[config.mk]
export PLATFORM = sky130hd
export DESIGN_NAME = radix_digit_string_encoder
export DESIGN_NICKNAME = d
export VERILOG_FILES = /design/src/design/rdse_pkg.sv /design/src/design/rdse_ram.sv /design/src/design/rdse_fifo.sv /design/src/design/rdse_front.sv /design/src/design/rdse_back.sv /design/src/design/radix_digit_string_encoder.sv
export SDC_FILE = /design/constraint.sdc
export NUM_CORES = 2
export LEC_CHECK = 0
export CAP_MARGIN = 20
export CORE_MARGIN = 5
export CORE_UTILIZATION = 67
export CTS_CLUSTER_DIAMETER = 50
export DETAILED_ROUTE_END_ITERATION = 10
export DONT_BUFFER_PORTS = 1
export PLACE_DENSITY_LB_ADDON = 0.1
export SKIP_CTS_REPAIR_TIMING = 1
export SLEW_MARGIN = 30
export SYNTH_ARGS = -nofsm -noshare
export SYNTH_HDL_FRONTEND = slang
export SYNTH_HIERARCHICAL = 1
export SYNTH_SLANG_ARGS = --single-unit
[constraint.sdc]
create_clock -name clk -period 35.4 [get_ports clk]
set_clock_uncertainty 0.2 [all_clocks]
set_input_delay 1.77 -clock clk [delete_from_list [all_inputs] [get_ports clk]]
set_output_delay 1.77 -clock clk [all_outputs]
set_load 0.01 [all_outputs]
[src/design/rdse_pkg.sv]
// shared types, constants and the digit character lookup for the radix digit encoder
package rdse_pkg;

  localparam int VALUE_FIELD_W = 32;
  localparam int DIGIT_W       = 6;
  localparam int CHAR_W        = 7;
  localparam int RADIX_W       = 6;
  localparam int STEP_BITS     = 8;
  localparam int QUEUE_DEPTH   = 2;
  localparam int APB_ADDR_W    = 3;
  localparam int APB_DATA_W    = 32;
  localparam int OUT_DATA_W    = 8;

  localparam logic [RADIX_W-1:0] RADIX_MIN   = 6'd2;
  localparam logic [RADIX_W-1:0] RADIX_MAX   = 6'd36;
  localparam logic [RADIX_W-1:0] RADIX_RESET = 6'd10;

  // register index, taken from paddr[2]
  localparam logic REG_RADIX    = 1'b0;
  localparam logic REG_NEG_MODE = 1'b1;

  localparam logic [CHAR_W-1:0] ASCII_ZERO        = 7'd48;
  localparam logic [CHAR_W-1:0] ASCII_LETTER_BASE = 7'd55;  // 'A' minus ten
  localparam logic [DIGIT_W-1:0] DECIMAL_LIMIT    = 6'd10;

  typedef struct packed {
    logic [RADIX_W-1:0] radix;
    logic               neg_mode;
  } cfg_t;

  function automatic logic [CHAR_W-1:0] digit_to_char(input logic [DIGIT_W-1:0] d);
    if (d < DECIMAL_LIMIT) begin
      return ASCII_ZERO + {1'b0, d};
    end else begin
      return ASCII_LETTER_BASE + {1'b0, d};
    end
  endfunction

endpackage

[src/design/rdse_ram.sv]
// generic single-write single-read ram with registered read data
module rdse_ram #(
  parameter int WIDTH = 6,
  parameter int DEPTH = 128
) (
  input  logic                     clk,
  input  logic                     we,
  input  logic [$clog2(DEPTH)-1:0] waddr,
  input  logic [WIDTH-1:0]         wdata,
  input  logic [$clog2(DEPTH)-1:0] raddr,
  output logic [WIDTH-1:0]         rdata
);

  logic [WIDTH-1:0] mem [DEPTH];

  always_ff @(posedge clk) begin
    if (we) begin
      mem[waddr] <= wdata;
    end
    rdata <= mem[raddr];
  end

endmodule

[src/design/rdse_fifo.sv]
// small register queue carrying per-item digit counts from front to back
module rdse_fifo #(
  parameter int WIDTH = 6,
  parameter int DEPTH = 2
) (
  input  logic             clk,
  input  logic             rst,
  input  logic             push,
  input  logic [WIDTH-1:0] din,
  output logic             full,
  input  logic             pop,
  output logic             valid,
  output logic [WIDTH-1:0] dout
);

  localparam int AW   = (DEPTH > 1) ? $clog2(DEPTH) : 1;
  localparam int CNTW = $clog2(DEPTH + 1);

  logic [WIDTH-1:0] mem [DEPTH];
  logic [AW-1:0]    wr_ptr;
  logic [AW-1:0]    rd_ptr;
  logic [CNTW-1:0]  count;

  assign full  = (count == CNTW'(DEPTH));
  assign valid = (count != '0);
  assign dout  = mem[rd_ptr];

  always_ff @(posedge clk) begin
    if (rst) begin
      wr_ptr <= '0;
      rd_ptr <= '0;
      count  <= '0;
    end else begin
      if (push) begin
        wr_ptr <= (wr_ptr == AW'(DEPTH - 1)) ? '0 : wr_ptr + 1'b1;
      end
      if (pop) begin
        rd_ptr <= (rd_ptr == AW'(DEPTH - 1)) ? '0 : rd_ptr + 1'b1;
      end
      if (push && !pop) begin
        count <= count + 1'b1;
      end else if (pop && !push) begin
        count <= count - 1'b1;
      end
    end
  end

  always_ff @(posedge clk) begin
    if (push) begin
      mem[wr_ptr] <= din;
    end
  end

endmodule

[src/design/rdse_front.sv]
// front end: accepts values and divides out digits into one bank of the digit ram
module rdse_front #(
  parameter int VALUE_WIDTH = 32
) (
  input  logic                                  clk,
  input  logic                                  rst,
  input  rdse_pkg::cfg_t                        cfg,
  input  logic                                  s_tvalid,
  output logic                                  s_tready,
  input  logic [rdse_pkg::VALUE_FIELD_W-1:0]    s_tdata,
  output logic                                  wr_en,
  output logic [$clog2(VALUE_WIDTH+1):0]        wr_addr,
  output logic [rdse_pkg::DIGIT_W-1:0]          wr_data,
  input  logic                                  q_full,
  output logic                                  q_push,
  output logic [$clog2(VALUE_WIDTH+2)-1:0]      q_count
);

  import rdse_pkg::*;

  localparam int NCH = (VALUE_WIDTH + STEP_BITS - 1) / STEP_BITS;
  localparam int PW  = NCH * STEP_BITS;
  localparam int CIW = (NCH > 1) ? $clog2(NCH) : 1;
  localparam int IW  = $clog2(VALUE_WIDTH + 1);
  localparam int CW  = $clog2(VALUE_WIDTH + 2);

  typedef enum logic [3:0] {
    F_IDLE  = 4'b0001,
    F_START = 4'b0010,
    F_DIV   = 4'b0100,
    F_DIGIT = 4'b1000
  } fstate_t;

  fstate_t            state, state_next;
  logic [PW-1:0]      mag, mag_next;
  logic               sgn, sgn_next;
  logic [RADIX_W-1:0] rem, rem_next;
  logic [CIW-1:0]     cidx, cidx_next;
  logic [CW-1:0]      count, count_next;
  logic               wbank, wbank_next;

  logic [VALUE_WIDTH+VALUE_FIELD_W-1:0] in_ext;
  logic [VALUE_WIDTH-1:0] raw;
  logic                   raw_neg;
  logic [VALUE_WIDTH-1:0] raw_mag;
  logic [CIW-1:0]         top;
  logic                   mag_zero;
  logic [STEP_BITS-1:0]   chunk;
  logic [STEP_BITS-1:0]   qchunk;
  logic [RADIX_W-1:0]     part;
  logic [RADIX_W:0]       trial;
  logic [DIGIT_W-1:0]     digit;
  logic                   carry;

  assign in_ext  = {{VALUE_WIDTH{1'b0}}, s_tdata};
  assign raw     = in_ext[VALUE_WIDTH-1:0];
  assign raw_neg = cfg.neg_mode & raw[VALUE_WIDTH-1];
  assign raw_mag = raw_neg ? (~raw + 1'b1) : raw;

  assign mag_zero = (mag == '0);
  assign s_tready = (state == F_IDLE) && !q_full;
  assign q_count  = count;
  assign wr_addr  = {wbank, count[IW-1:0]};

  // highest nonzero byte of the remaining quotient
  always_comb begin
    top = '0;
    for (int i = 0; i < NCH; i++) begin
      if (mag[i*STEP_BITS +: STEP_BITS] != '0) begin
        top = CIW'(i);
      end
    end
  end

  // one byte of long division by the radix
  assign chunk = mag[cidx*STEP_BITS +: STEP_BITS];

  always_comb begin
    part   = rem;
    qchunk = '0;
    trial  = '0;
    for (int b = STEP_BITS - 1; b >= 0; b--) begin
      trial = {part, chunk[b]};
      if (trial >= {1'b0, cfg.radix}) begin
        trial     = trial - {1'b0, cfg.radix};
        qchunk[b] = 1'b1;
      end
      part = trial[RADIX_W-1:0];
    end
  end

  // negative value: remainder kept nonnegative, quotient magnitude steps up by one
  assign carry = sgn && (rem != '0);
  assign digit = carry ? DIGIT_W'(cfg.radix - rem) : DIGIT_W'(rem);

  always_comb begin
    state_next = state;
    mag_next   = mag;
    sgn_next   = sgn;
    rem_next   = rem;
    cidx_next  = cidx;
    count_next = count;
    wbank_next = wbank;
    wr_en      = 1'b0;
    wr_data    = digit;
    q_push     = 1'b0;
    unique case (state)
      F_IDLE: begin
        if (s_tvalid && s_tready) begin
          mag_next   = PW'(raw_mag);
          sgn_next   = raw_neg;
          count_next = '0;
          state_next = F_START;
        end
      end
      F_START: begin
        if (mag_zero) begin
          if (count == '0) begin
            // zero writes a single '0'
            wr_en      = 1'b1;
            wr_data    = '0;
            count_next = CW'(1);
          end else begin
            q_push     = 1'b1;
            wbank_next = ~wbank;
            state_next = F_IDLE;
          end
        end else begin
          cidx_next  = top;
          rem_next   = '0;
          state_next = F_DIV;
        end
      end
      F_DIV: begin
        mag_next[cidx*STEP_BITS +: STEP_BITS] = qchunk;
        rem_next = part;
        if (cidx == '0) begin
          state_next = F_DIGIT;
        end else begin
          cidx_next = cidx - 1'b1;
        end
      end
      F_DIGIT: begin
        wr_en      = 1'b1;
        mag_next   = mag + PW'(carry);
        sgn_next   = sgn ? 1'b0 : cfg.neg_mode;
        count_next = count + 1'b1;
        state_next = F_START;
      end
      default: begin
        state_next = F_IDLE;
      end
    endcase
  end

  always_ff @(posedge clk) begin
    if (rst) begin
      state <= F_IDLE;
      mag   <= '0;
      sgn   <= 1'b0;
      count <= '0;
      wbank <= 1'b0;
    end else begin
      state <= state_next;
      mag   <= mag_next;
      sgn   <= sgn_next;
      count <= count_next;
      wbank <= wbank_next;
    end
  end

  always_ff @(posedge clk) begin
    rem  <= rem_next;
    cidx <= cidx_next;
  end

endmodule

[src/design/rdse_back.sv]
// back end: reads one bank of digits most significant first and streams characters
module rdse_back #(
  parameter int VALUE_WIDTH = 32
) (
  input  logic                               clk,
  input  logic                               rst,
  input  logic                               q_valid,
  input  logic [$clog2(VALUE_WIDTH+2)-1:0]   q_count,
  output logic                               q_pop,
  output logic [$clog2(VALUE_WIDTH+1):0]     rd_addr,
  input  logic [rdse_pkg::DIGIT_W-1:0]       rd_data,
  output logic                               m_tvalid,
  input  logic                               m_tready,
  output logic [rdse_pkg::OUT_DATA_W-1:0]    m_tdata,
  output logic                               m_tlast
);

  import rdse_pkg::*;

  localparam int IW = $clog2(VALUE_WIDTH + 1);
  localparam int CW = $clog2(VALUE_WIDTH + 2);

  typedef enum logic [2:0] {
    B_IDLE  = 3'b001,
    B_FETCH = 3'b010,
    B_SHOW  = 3'b100
  } bstate_t;

  bstate_t       state, state_next;
  logic [IW-1:0] cur_idx, cur_idx_next;
  logic          rbank, rbank_next;
  logic [CW-1:0] cnt_m1;
  logic          advance;

  assign cnt_m1   = q_count - CW'(1);
  assign m_tvalid = (state == B_SHOW);
  assign m_tlast  = (cur_idx == '0);
  assign m_tdata  = OUT_DATA_W'(digit_to_char(rd_data));
  assign advance  = (state == B_SHOW) && m_tready;

  always_comb begin
    state_next   = state;
    cur_idx_next = cur_idx;
    rbank_next   = rbank;
    q_pop        = 1'b0;
    rd_addr      = {rbank, cur_idx};
    unique case (state)
      B_IDLE: begin
        if (q_valid) begin
          cur_idx_next = cnt_m1[IW-1:0];
          state_next   = B_FETCH;
        end
      end
      B_FETCH: begin
        state_next = B_SHOW;
      end
      B_SHOW: begin
        if (advance) begin
          if (cur_idx == '0) begin
            q_pop      = 1'b1;
            rbank_next = ~rbank;
            state_next = B_IDLE;
          end else begin
            // next read goes out now so the char is ready next cycle
            cur_idx_next = cur_idx - 1'b1;
            rd_addr      = {rbank, cur_idx - 1'b1};
          end
        end
      end
      default: begin
        state_next = B_IDLE;
      end
    endcase
  end

  always_ff @(posedge clk) begin
    if (rst) begin
      state <= B_IDLE;
      rbank <= 1'b0;
    end else begin
      state <= state_next;
      rbank <= rbank_next;
    end
  end

  always_ff @(posedge clk) begin
    cur_idx <= cur_idx_next;
  end

endmodule

[src/design/radix_digit_string_encoder.sv]
// top level: config registers, front divider, count queue, digit ram and output streamer
// steps: for each digit the front divides the quotient one byte at a time in F_DIV,
//   then writes the digit in F_DIGIT; the back passes B_IDLE and B_FETCH before B_SHOW
// throughput: the front byte-wide divider sets the rate, one byte of quotient per cycle;
//   the front takes no new value until the last one is queued, nor while the count queue
//   is full; characters leave at one per cycle while m_tready is high
// reset: synchronous; radix 10, plain mode, queue empty, both ends idle; digit ram not cleared
module radix_digit_string_encoder #(
  parameter int VALUE_WIDTH = 32
) (
  input  logic                                 clk,
  input  logic                                 rst,
  // apb config port
  input  logic                                 psel,
  input  logic                                 penable,
  input  logic                                 pwrite,
  input  logic [rdse_pkg::APB_ADDR_W-1:0]      paddr,
  input  logic [rdse_pkg::APB_DATA_W-1:0]      pwdata,
  output logic [rdse_pkg::APB_DATA_W-1:0]      prdata,
  output logic                                 pready,
  // input stream
  input  logic                                 s_tvalid,
  output logic                                 s_tready,
  input  logic [rdse_pkg::VALUE_FIELD_W-1:0]   s_tdata,   // [31:0] value
  // output stream
  output logic                                 m_tvalid,
  input  logic                                 m_tready,
  output logic [rdse_pkg::OUT_DATA_W-1:0]      m_tdata,   // [6:0] digit_char, [7] zero
  output logic                                 m_tlast    // last_digit
);

  import rdse_pkg::*;

  localparam int IW    = $clog2(VALUE_WIDTH + 1);
  localparam int CW    = $clog2(VALUE_WIDTH + 2);
  localparam int DEPTH = 2 ** (IW + 1);   // two banks, one per item in flight

  cfg_t               cfg;
  logic               cfg_wr;
  logic               reg_sel;
  logic [RADIX_W-1:0] wr_radix;
  logic [RADIX_W-1:0] radix_clamped;

  logic               wr_en;
  logic [IW:0]        wr_addr;
  logic [DIGIT_W-1:0] wr_data;
  logic [IW:0]        rd_addr;
  logic [DIGIT_W-1:0] rd_data;

  logic               q_push;
  logic [CW-1:0]      q_din;
  logic               q_full;
  logic               q_pop;
  logic               q_valid;
  logic [CW-1:0]      q_dout;

  // config registers, written on the apb access cycle
  assign pready        = 1'b1;
  assign cfg_wr        = psel && penable && pwrite && pready;
  assign reg_sel       = paddr[2];
  assign wr_radix      = pwdata[RADIX_W-1:0];
  assign radix_clamped = (wr_radix < RADIX_MIN) ? RADIX_MIN :
                         (wr_radix > RADIX_MAX) ? RADIX_MAX : wr_radix;

  always_ff @(posedge clk) begin
    if (rst) begin
      cfg.radix    <= RADIX_RESET;
      cfg.neg_mode <= 1'b0;
    end else if (cfg_wr) begin
      unique case (reg_sel)
        REG_RADIX:    cfg.radix    <= radix_clamped;
        REG_NEG_MODE: cfg.neg_mode <= pwdata[0];
        default:      cfg          <= cfg;
      endcase
    end
  end

  always_comb begin
    unique case (reg_sel)
      REG_RADIX:    prdata = APB_DATA_W'(cfg.radix);
      REG_NEG_MODE: prdata = APB_DATA_W'(cfg.neg_mode);
      default:      prdata = '0;
    endcase
  end

  // front: takes a value, fills a bank with digits least significant first
  rdse_front #(
    .VALUE_WIDTH (VALUE_WIDTH)
  ) u_front (
    .clk      (clk),
    .rst      (rst),
    .cfg      (cfg),
    .s_tvalid (s_tvalid),
    .s_tready (s_tready),
    .s_tdata  (s_tdata),
    .wr_en    (wr_en),
    .wr_addr  (wr_addr),
    .wr_data  (wr_data),
    .q_full   (q_full),
    .q_push   (q_push),
    .q_count  (q_din)
  );

  // digit counts of finished banks, in order
  rdse_fifo #(
    .WIDTH (CW),
    .DEPTH (QUEUE_DEPTH)
  ) u_fifo (
    .clk   (clk),
    .rst   (rst),
    .push  (q_push),
    .din   (q_din),
    .full  (q_full),
    .pop   (q_pop),
    .valid (q_valid),
    .dout  (q_dout)
  );

  // double-banked digit store
  rdse_ram #(
    .WIDTH (DIGIT_W),
    .DEPTH (DEPTH)
  ) u_ram (
    .clk   (clk),
    .we    (wr_en),
    .waddr (wr_addr),
    .wdata (wr_data),
    .raddr (rd_addr),
    .rdata (rd_data)
  );

  // back: streams a bank most significant digit first
  rdse_back #(
    .VALUE_WIDTH (VALUE_WIDTH)
  ) u_back (
    .clk      (clk),
    .rst      (rst),
    .q_valid  (q_valid),
    .q_count  (q_dout),
    .q_pop    (q_pop),
    .rd_addr  (rd_addr),
    .rd_data  (rd_data),
    .m_tvalid (m_tvalid),
    .m_tready (m_tready),
    .m_tdata  (m_tdata),
    .m_tlast  (m_tlast)
  );

  // clamping keeps the radix register legal at all times
  a_radix_range: assert property (@(posedge clk) disable iff (rst)
    cfg.radix >= RADIX_MIN && cfg.radix <= RADIX_MAX)
    else $error("radix register out of range");

  // front never finishes a bank while both banks are held
  a_queue_no_overflow: assert property (@(posedge clk) disable iff (rst)
    q_push |-> !q_full)
    else $error("count queue overflow");

  // an accepted item keeps the front busy for at least the next cycle
  a_busy_after_accept: assert property (@(posedge clk) disable iff (rst)
    s_tvalid && s_tready |=> !s_tready)
    else $error("front ready right after accept");

  // every shown character is a legal digit
  a_char_range: assert property (@(posedge clk) disable iff (rst)
    m_tvalid |-> (m_tdata[6:0] >= 7'd48 && m_tdata[6:0] <= 7'd57) ||
                 (m_tdata[6:0] >= 7'd65 && m_tdata[6:0] <= 7'd90))
    else $error("digit character out of range");

endmodule
; ---- Word-level counts from Yosys, hierarchy flattened
; Memories as Yosys holds them, arrays and structs flattened. A register that Yosys moved wholly into a read port is not among the register bits.
; Cells that the tools add are included.
[op_classes]
addsub = 22
magnitude_cmp = 11
eq_ne = 19
n_shift = 3
mux = 78
n_bitwise = 6
reduce_logical = 38
[ops]
columns = op, n
row1 = $mux W6, 24
row2 = $pmux W32 S3, 1
row3 = $mux W32, 2
row4 = $pmux W32 S2, 1
row5 = $ge A7 B6 Y1, 8
row6 = $sub A6 B6 Y6, 9
row7 = $neg A5 Y34, 1
row8 = $shift A8 B34 Y32 const A, 1
row9 = $shiftx A8 B34 Y32, 1
row10 = $add A32 B1 Y32, 1
row11 = $add A32 B1 Y32 const B, 1
row12 = $bwmux W32, 1
row13 = $logic_not A32 Y1, 1
row14 = $not A32 Y32, 1
row15 = $shiftx A32 B6 Y8, 1
row16 = $mux W1, 27
row17 = $pmux W6 S2, 2
row18 = $reduce_bool A8 Y1, 3
row19 = $pmux W6 S3, 1
row20 = $mux W4, 4
row21 = $pmux W4 S4, 1
row22 = $reduce_and A3 Y1, 5
row23 = $add A6 B6 Y7 const A, 2
row24 = $logic_not A6 Y1, 2
row25 = 35 further kinds, 76
[totals]
reg_bits = 73
mem_bits_rw = 780
input_bits = 74
output_inout_bits = 44
elab_cells = 194
memories = 2
[memory_table]
columns = memory, depth, word_bits, rd, rd_clocked_by_memory_dff, write_ports, line
row1 = u_ram.mem, 128, 6, 1, 1, 1, rdse_ram.sv:14  ; logic [WIDTH-1:0] mem [DEPTH];
row2 = u_fifo.mem, 2, 6, 1, 1, 1, rdse_fifo.sv:19  ; logic [WIDTH-1:0] mem [DEPTH];

; ---- Logic depth before layout (Yosys ltp)
[depth]
ltp_word = 20
ltp_mapped = 80
ltp_nobuf = 73

; ---- Modules after synthesis
; The synthesis kept the hierarchy.
[modules_own_cells]
columns = module, n_inst, cells_per_inst, area_per_inst_um2, seq_area_each_um2
row1 = rdse_ram, 1, 1271, 29923.7, 23182.2
row2 = rdse_front, 1, 958, 7337.0, 1121.1
row3 = rdse_back, 1, 112, 910.9, 260.2
row4 = rdse_fifo, 1, 41, 641.9, 460.4
row5 = radix_digit_string_encoder, 1, 69, 565.5, 140.1

; ---- Least setup slack after synthesis
; No wires, ideal clock.
[synth_timing]
kind = reg2reg
startpoint = reg u_front.cidx[1]
endpoint = reg u_front.rem[1] (data pin)
setup_ps = 267
t_arrival_ps = 15234
t_required_ps = 34933
path_slack_ps = 19699
stages_incl_launch_ff = 77
path_buffers = 7
period_less_slack_ps = 15701
path_cell_list = edfxtp_1 -> clkbuf_1 -> mux4_2 -> inv_1 -> ha_1 -> nand3_1 -> o21ai_0 -> nor2_2 -> nor2_1 -> a21oi_1 -> inv_1 -> ha_1 -> or2_1 -> a211oi_1 -> o21ai_1 -> or3_1 -> buf_4 -> buf_6 -> [... 41 more ...] -> o21ai_0 -> nand2b_1 -> a21o_1 -> a21o_1 -> a211oi_1 -> o211a_1 -> buf_2 -> mux2i_1 -> ha_1 -> a21o_1 -> a21o_1 -> a21o_1 -> a21o_1 -> a211o_1 -> a211o_1 -> buf_6 -> mux2i_1 -> nor2_1
[synth_between]
elab_chain_cells = 18
word_cells_on_any_way = 26
classes_between = add/sub (8) / order compare (8) / shift (1) / mux (9)
[synth_lines]
columns = item, line
row1 = "start, declared", rdse_front.sv:38  ; logic [CIW-1:0] cidx, cidx_next;
row2 = "start signal, assigned", rdse_front.sv:174  ; cidx <= cidx_next;
row3 = $shiftx A32 B6 Y8 *, rdse_front.sv:76  ; assign chunk = mag[cidx*STEP_BITS +: STEP_BITS];
row4 = $sub A6 B6 Y6 or $ge A7 B6 Y1 (tied branches), "rdse_front.sv:85, rdse_front.sv:84"
row5 = $mux W6, rdse_front.sv:84  ; if (trial >= {1'b0, cfg.radix}) begin
row6 = $sub A6 B6 Y6 or $ge A7 B6 Y1 (tied branches), "rdse_front.sv:85, rdse_front.sv:84"
row7 = $mux W6, rdse_front.sv:84
row8 = $sub A6 B6 Y6 or $ge A7 B6 Y1 (tied branches), "rdse_front.sv:85, rdse_front.sv:84"
row9 = $mux W6, rdse_front.sv:84
row10 = $sub A6 B6 Y6 or $ge A7 B6 Y1 (tied branches), "rdse_front.sv:85, rdse_front.sv:84"
row11 = [... 2 more ...], --
row12 = $mux W6, rdse_front.sv:84
row13 = $sub A6 B6 Y6 or $ge A7 B6 Y1 (tied branches), "rdse_front.sv:85, rdse_front.sv:84"
row14 = $mux W6, rdse_front.sv:84
row15 = $ge A7 B6 Y1 or $sub A6 B6 Y6 (tied branches), "rdse_front.sv:84, rdse_front.sv:85"
row16 = $mux W6, rdse_front.sv:84
row17 = $sub A6 B6 Y6 or $ge A7 B6 Y1 (tied branches), "rdse_front.sv:85, rdse_front.sv:84"
row18 = $mux W6 *, rdse_front.sv:84
row19 = $pmux W6 S2 *, rdse_front.sv:107  ; unique case (state)
row20 = "end signal, assigned", rdse_front.sv:173  ; rem <= rem_next;
row21 = "end, declared", rdse_front.sv:37  ; logic [RADIX_W-1:0] rem, rem_next;
; Every way passes the cells marked *; elsewhere a longest branch is shown, timed or not.
; A chain may end at the register's enable or synchronous reset.

; ---- Final worst setup path
[layout_timing]
startpoint = reg u_front.cidx[1]
endpoint = reg u_front.mag[0]
[layout_between]
elab_chain_cells = 20
word_cells_on_any_way = 36
classes_between = add/sub (8) / order compare (8) / shift (3) / mux (17)
[layout_lines]
columns = item, line
row1 = $shiftx A32 B6 Y8, rdse_front.sv:76
row2 = $sub A6 B6 Y6 or $ge A7 B6 Y1 (tied branches), "rdse_front.sv:85, rdse_front.sv:84"
row3 = $mux W6, rdse_front.sv:84
row4 = $sub A6 B6 Y6 or $ge A7 B6 Y1 (tied branches), "rdse_front.sv:85, rdse_front.sv:84"
row5 = $mux W6, rdse_front.sv:84
row6 = $sub A6 B6 Y6 or $ge A7 B6 Y1 (tied branches), "rdse_front.sv:85, rdse_front.sv:84"
row7 = $mux W6, rdse_front.sv:84
row8 = $sub A6 B6 Y6 or $ge A7 B6 Y1 (tied branches), "rdse_front.sv:85, rdse_front.sv:84"
row9 = [... 4 more ...], --
row10 = $mux W6, rdse_front.sv:84
row11 = $ge A7 B6 Y1 or $sub A6 B6 Y6 (tied branches), "rdse_front.sv:84, rdse_front.sv:85"
row12 = $mux W6, rdse_front.sv:84
row13 = $ge A7 B6 Y1, rdse_front.sv:84
row14 = $mux W1, rdse_front.sv:84
row15 = $shiftx A8 B34 Y32, rdse_front.sv:135  ; mag_next[cidx*STEP_BITS +: STEP_BITS] = qchunk;
row16 = $bwmux W32 *, rdse_front.sv:135
row17 = $pmux W32 S3 *, rdse_front.sv:107
row18 = "end signal, assigned", rdse_front.sv:165  ; mag <= mag_next;
row19 = "end, declared", rdse_front.sv:35  ; logic [PW-1:0] mag, mag_next;
; Marked as above.

==> metrics.log <==
INFO  metric status = finished clean
INFO  metric aggregate_global_route_resource_usage = a little over 30%
INFO  metric post_synth_top_flop = edfxtp_1
INFO  metric worstPathRequired = around 36 ns
INFO  metric leakage_component_of_the_power = 13.98 nW
INFO  metric power-per-cell-area = 91.45 mW/mm²
INFO  metric antenna_found_initial = 2
INFO  metric hold_depth = 2
INFO  metric maxCapViolCount = 0
INFO  metric die_area = about 0.064 mm²
INFO  metric post-route-period-util = 54.94%
INFO  metric timing.fmax = 51.42 MHz
INFO  metric cp.arrival = 19.73 ns
INFO  metric holdPathEnd = cfg[6]
INFO  metric drtAntennaViolNets = 0
INFO  metric placed_cell_area = 0.04008 mm²
INFO  metric setup_ws = about 16 ns
INFO  metric drtIter0Drc = between 3000 and 4000
INFO  metric wire_length_of_the_first_global_routing_pass = 148.9 mm
INFO  metric routedWlPerCell = 29.94 µm
INFO  metric slew_headroom = between 30 and 40%
INFO  metric clock_insertion_delay_worst_skew = ~0.64 ns
INFO  metric clock_pin_slew_worst_setup_and_hold_paths = about 0.06 ns
INFO  metric final.min_clock_period = slightly below 20 ns
INFO  metric cts_tree = built
INFO  metric clock_tree.htree_level_count = 3
INFO  metric cts_sinks = between 800 and 900
INFO  metric report.final.hold_viol_count = 0
INFO  metric gr-usage-met2 = between 40 and 50%
INFO  metric worstHoldStart = cfg[6]
INFO  metric crit_slowest_cell = a211oi_1
INFO  metric final_area = between 0.04 and 0.05 mm²
INFO  metric grt_use_met1 = between 40% and 50%
INFO  metric synth.avg_cell_area = 16.07 µm²
INFO  metric cts_max_path_buffers = 3
INFO  metric grt_pass1_vias = 23120
INFO  metric fill_cells = approximately 3300
INFO  metric grt_start_max_net_pins = about 110
INFO  metric routed_wirelength = approximately 99 mm
INFO  metric chipWidth = approximately 250 µm
INFO  metric dp.final_hpwl = between 50 and 60 mm
INFO  metric syn_inst = approximately 2500
INFO  metric area_of_the_core_region = around 0.058 mm²
INFO  metric ws_path_type = reg -> reg
INFO  metric hold_class = reg -> reg
INFO  metric numCtsBuffers = 90
INFO  metric syn_to_final_growth = 9.748%
INFO  metric rsz0062_at_grt = no
INFO  metric async_flop_share = 0%
INFO  metric pre_cts_slack = 16.52 ns
INFO  metric hold_slack = approximately 0.28 ns
INFO  metric met3_demand_to_capacity_share_in_global_routing = just under 6%
INFO  metric timing.critical_path.to_type = register
INFO  metric grt-ovfl-total = 0
INFO  metric startpoint_type_of_the_worst_setup_path = register
INFO  metric synth_top_cells_by_area = edfxtp_1, mux4_2, dfxtp_1
INFO  metric drcViolationCount = 0
INFO  metric irDropWorstVdd = approximately 0.44 mV
INFO  metric setup_tns = 0 ns
INFO  metric cell_area_synth = 0.03938 mm²
INFO  metric die_height = between 200 and 300 µm
INFO  metric slowest_delay = between 0.8 and 0.9 ns
INFO  metric gpl.final_weighted_congestion = a little over 0.9
INFO  metric worst_r2r_startpoint = u_front/cidx[1]
INFO  metric synthesis.yosys.warnings = 6
INFO  metric report.final.setup_viol = 0
INFO  metric final_net_count = roughly 2600
INFO  metric firstDrtPassIters = 6
INFO  metric worst_pin_slew = roughly 1 ns
INFO  metric effective_utilization_at_floorplan = 67.99%
INFO  metric route.detailed.vias_per_inst = between 6 and 7
INFO  metric post_synth_edffs = a little under 800
INFO  metric via_count = between 20000 and 25000
INFO  metric minimum_setup_slack_among_reg_to_reg_paths = ~16 ns
INFO  metric post_route_cells_drive_above_1_share = 20.77%
INFO  metric ctsRootBufferMaster = clkbuf_16
INFO  metric synth_top_area_cell = edfxtp_1
INFO  metric sequential_fraction_of_the_synthesis_area = 63.90%
INFO  metric ys_ff_latch = 860
INFO  metric global_route.peak_usage_layer = met2
INFO  metric place.port_buffers = 0
INFO  metric io_pins = 118
INFO  metric rows = 88
INFO  metric r2r_cells = 70
INFO  metric report.final.slew_viol_count = 0
INFO  metric critPathMaxFanout = 15
INFO  metric critical_path.reg2reg.endpoint = u_front/mag[0]
INFO  metric yosys.cell_types.count = 88
INFO  metric netlist.area_leader.share = about three fifths
-- cells in the final DEF, fill, tap and decap left out, types with 20 or more instances in the layout --
master	Yosys	final
dfxtp_1	66	65
nor2_1	231	226
a21o_1	20	20
o21ai_0	56	53
nand3_1	37	37
mux4_2	260	260
xor2_1	37	37
clkbuf_16	0	92
nor2b_1	34	34
inv_1	82	82
xnor2_1	68	67
buf_4	43	26
edfxtp_1	794	794
ha_1	71	71
a21oi_1	74	74
mux2_2	27	26
nand2_1	96	96
a221oi_1	20	20
nor3_1	31	23
conb_1	3	28
mux2i_1	20	20
o22ai_1	28	28
a211oi_1	27	25
-- registers in the layout, summed over array words and instances (netlist names), 3 cells and up, named ones only --
signal           cells
u_front/mag         32
cfg                  7
u_front/q_count      6
u_ram/mem          768
u_back/cur_idx       6
u_front/state        4
u_back/state         3
u_front/rem          6
u_fifo/mem          12
u_ram/rdata          6
-- routing by layer --
layer / vias to the layer above / share of wire (%)
met5: - / 0
met4: 0 / 3.5
met3: 213 / 10
met2: 1406 / 49
met1: 11760 / 38
li1: 9633 / -
-- worst max-delay path: cells and delay by family (launching register included) --
family	cells	cell delay, ns
buffers and inverters	7	0.75
muxes	5	2.60
and+or+nand+nor	12	2.63
adders and majority gates	8	2.15
DFF	1	0.64
AOI/OAI and AO/OA	38	10.27
-- cell usage after synthesis (10+ instances only) --
library cell	n
a211oi_1	27
a21o_1	20
a21oi_1	74
a221oi_1	20
and3_1	10
buf_1	17
buf_2	19
buf_4	43
clkbuf_1	68
dfxtp_1	66
edfxtp_1	794
ha_1	71
inv_1	82
mux2_2	27
mux2i_1	20
mux4_2	260
nand2_1	96
nand2b_1	14
nand3_1	37
nand4_1	13
nor2_1	231
nor2b_1	34
nor3_1	31
nor3b_1	10
nor4_1	13
o21ai_0	56
o22ai_1	28
or3_1	12
xnor2_1	68
xor2_1	37
-- stage by stage --
| stage | std cells | power, W | utilization [%] |
|---|---|---|---|
| CTS | 3291 | 0.003920 | 74.40 |
| floorplan | 2476 | 0.002678 | - |
| finish | 3294 | 0.003952 | 74.62 |
| global route | 3293 | 0.004176 | 74.62 |
| detailed placement | 3126 | 0.002947 | 69.20 |
| global placement | 3126 | 0.002899 | 69.17 |
-- worst max-delay path by stage --
stage	startpoint	to	slack (ns)	depth (start not counted)
after floorplan	u_front/cidx[1]	u_front/rem[1]	19.70	76
after detailed placement	u_front/cidx[1]	u_front/mag[0]	16.52	70
after global routing	u_front/cidx[1]	u_front/mag[0]	14.84	69
final	u_front/cidx[1]	u_front/mag[0]	15.95	70
after global placement	u_front/cidx[1]	u_front/mag[0]	16.90	68
after CTS	u_front/cidx[1]	u_front/mag[0]	16.44	70
-- power breakdown --
group	switching (W)	internal, W
clock	0.000406	0.000551
sequential	0.0000108	0.00111
combinational	0.00105	0.000827
-- final cells by class --
type	instances	area (µm²)	share of cell area (%)
Clock buffer	107	2369	5.480
Multi-Input combinational cell	1385	13420	31.06
Antenna cell	1	2.502	0.005790
Tap cell	765	957.2	2.215
Inverter	82	307.8	0.7122
Clock inverter	58	643.1	1.488
Sequential cell	860	25170	58.23
Timing Repair Buffer	36	349.1	0.8077
-- cells by family (layout without fill, tap and decap cells) --
family                   count (synthesis)  after routing  share of synthesized area (%)
AO/OA/AOI/OAI                          314            314                          5.382
flip-flops                             860            860                          63.90
multiplexers                           310            310                          16.26
AND/OR/NAND/NOR                        547            547                          6.637
XOR/XNOR                               105            105                          2.335
other                                    3             29                        0.02859
buffers and inverters                  231            283                          2.710
adder cells (fa/ha/maj)                 81             81                          2.742
Note: power is estimated with default switching activity, not from simulation.
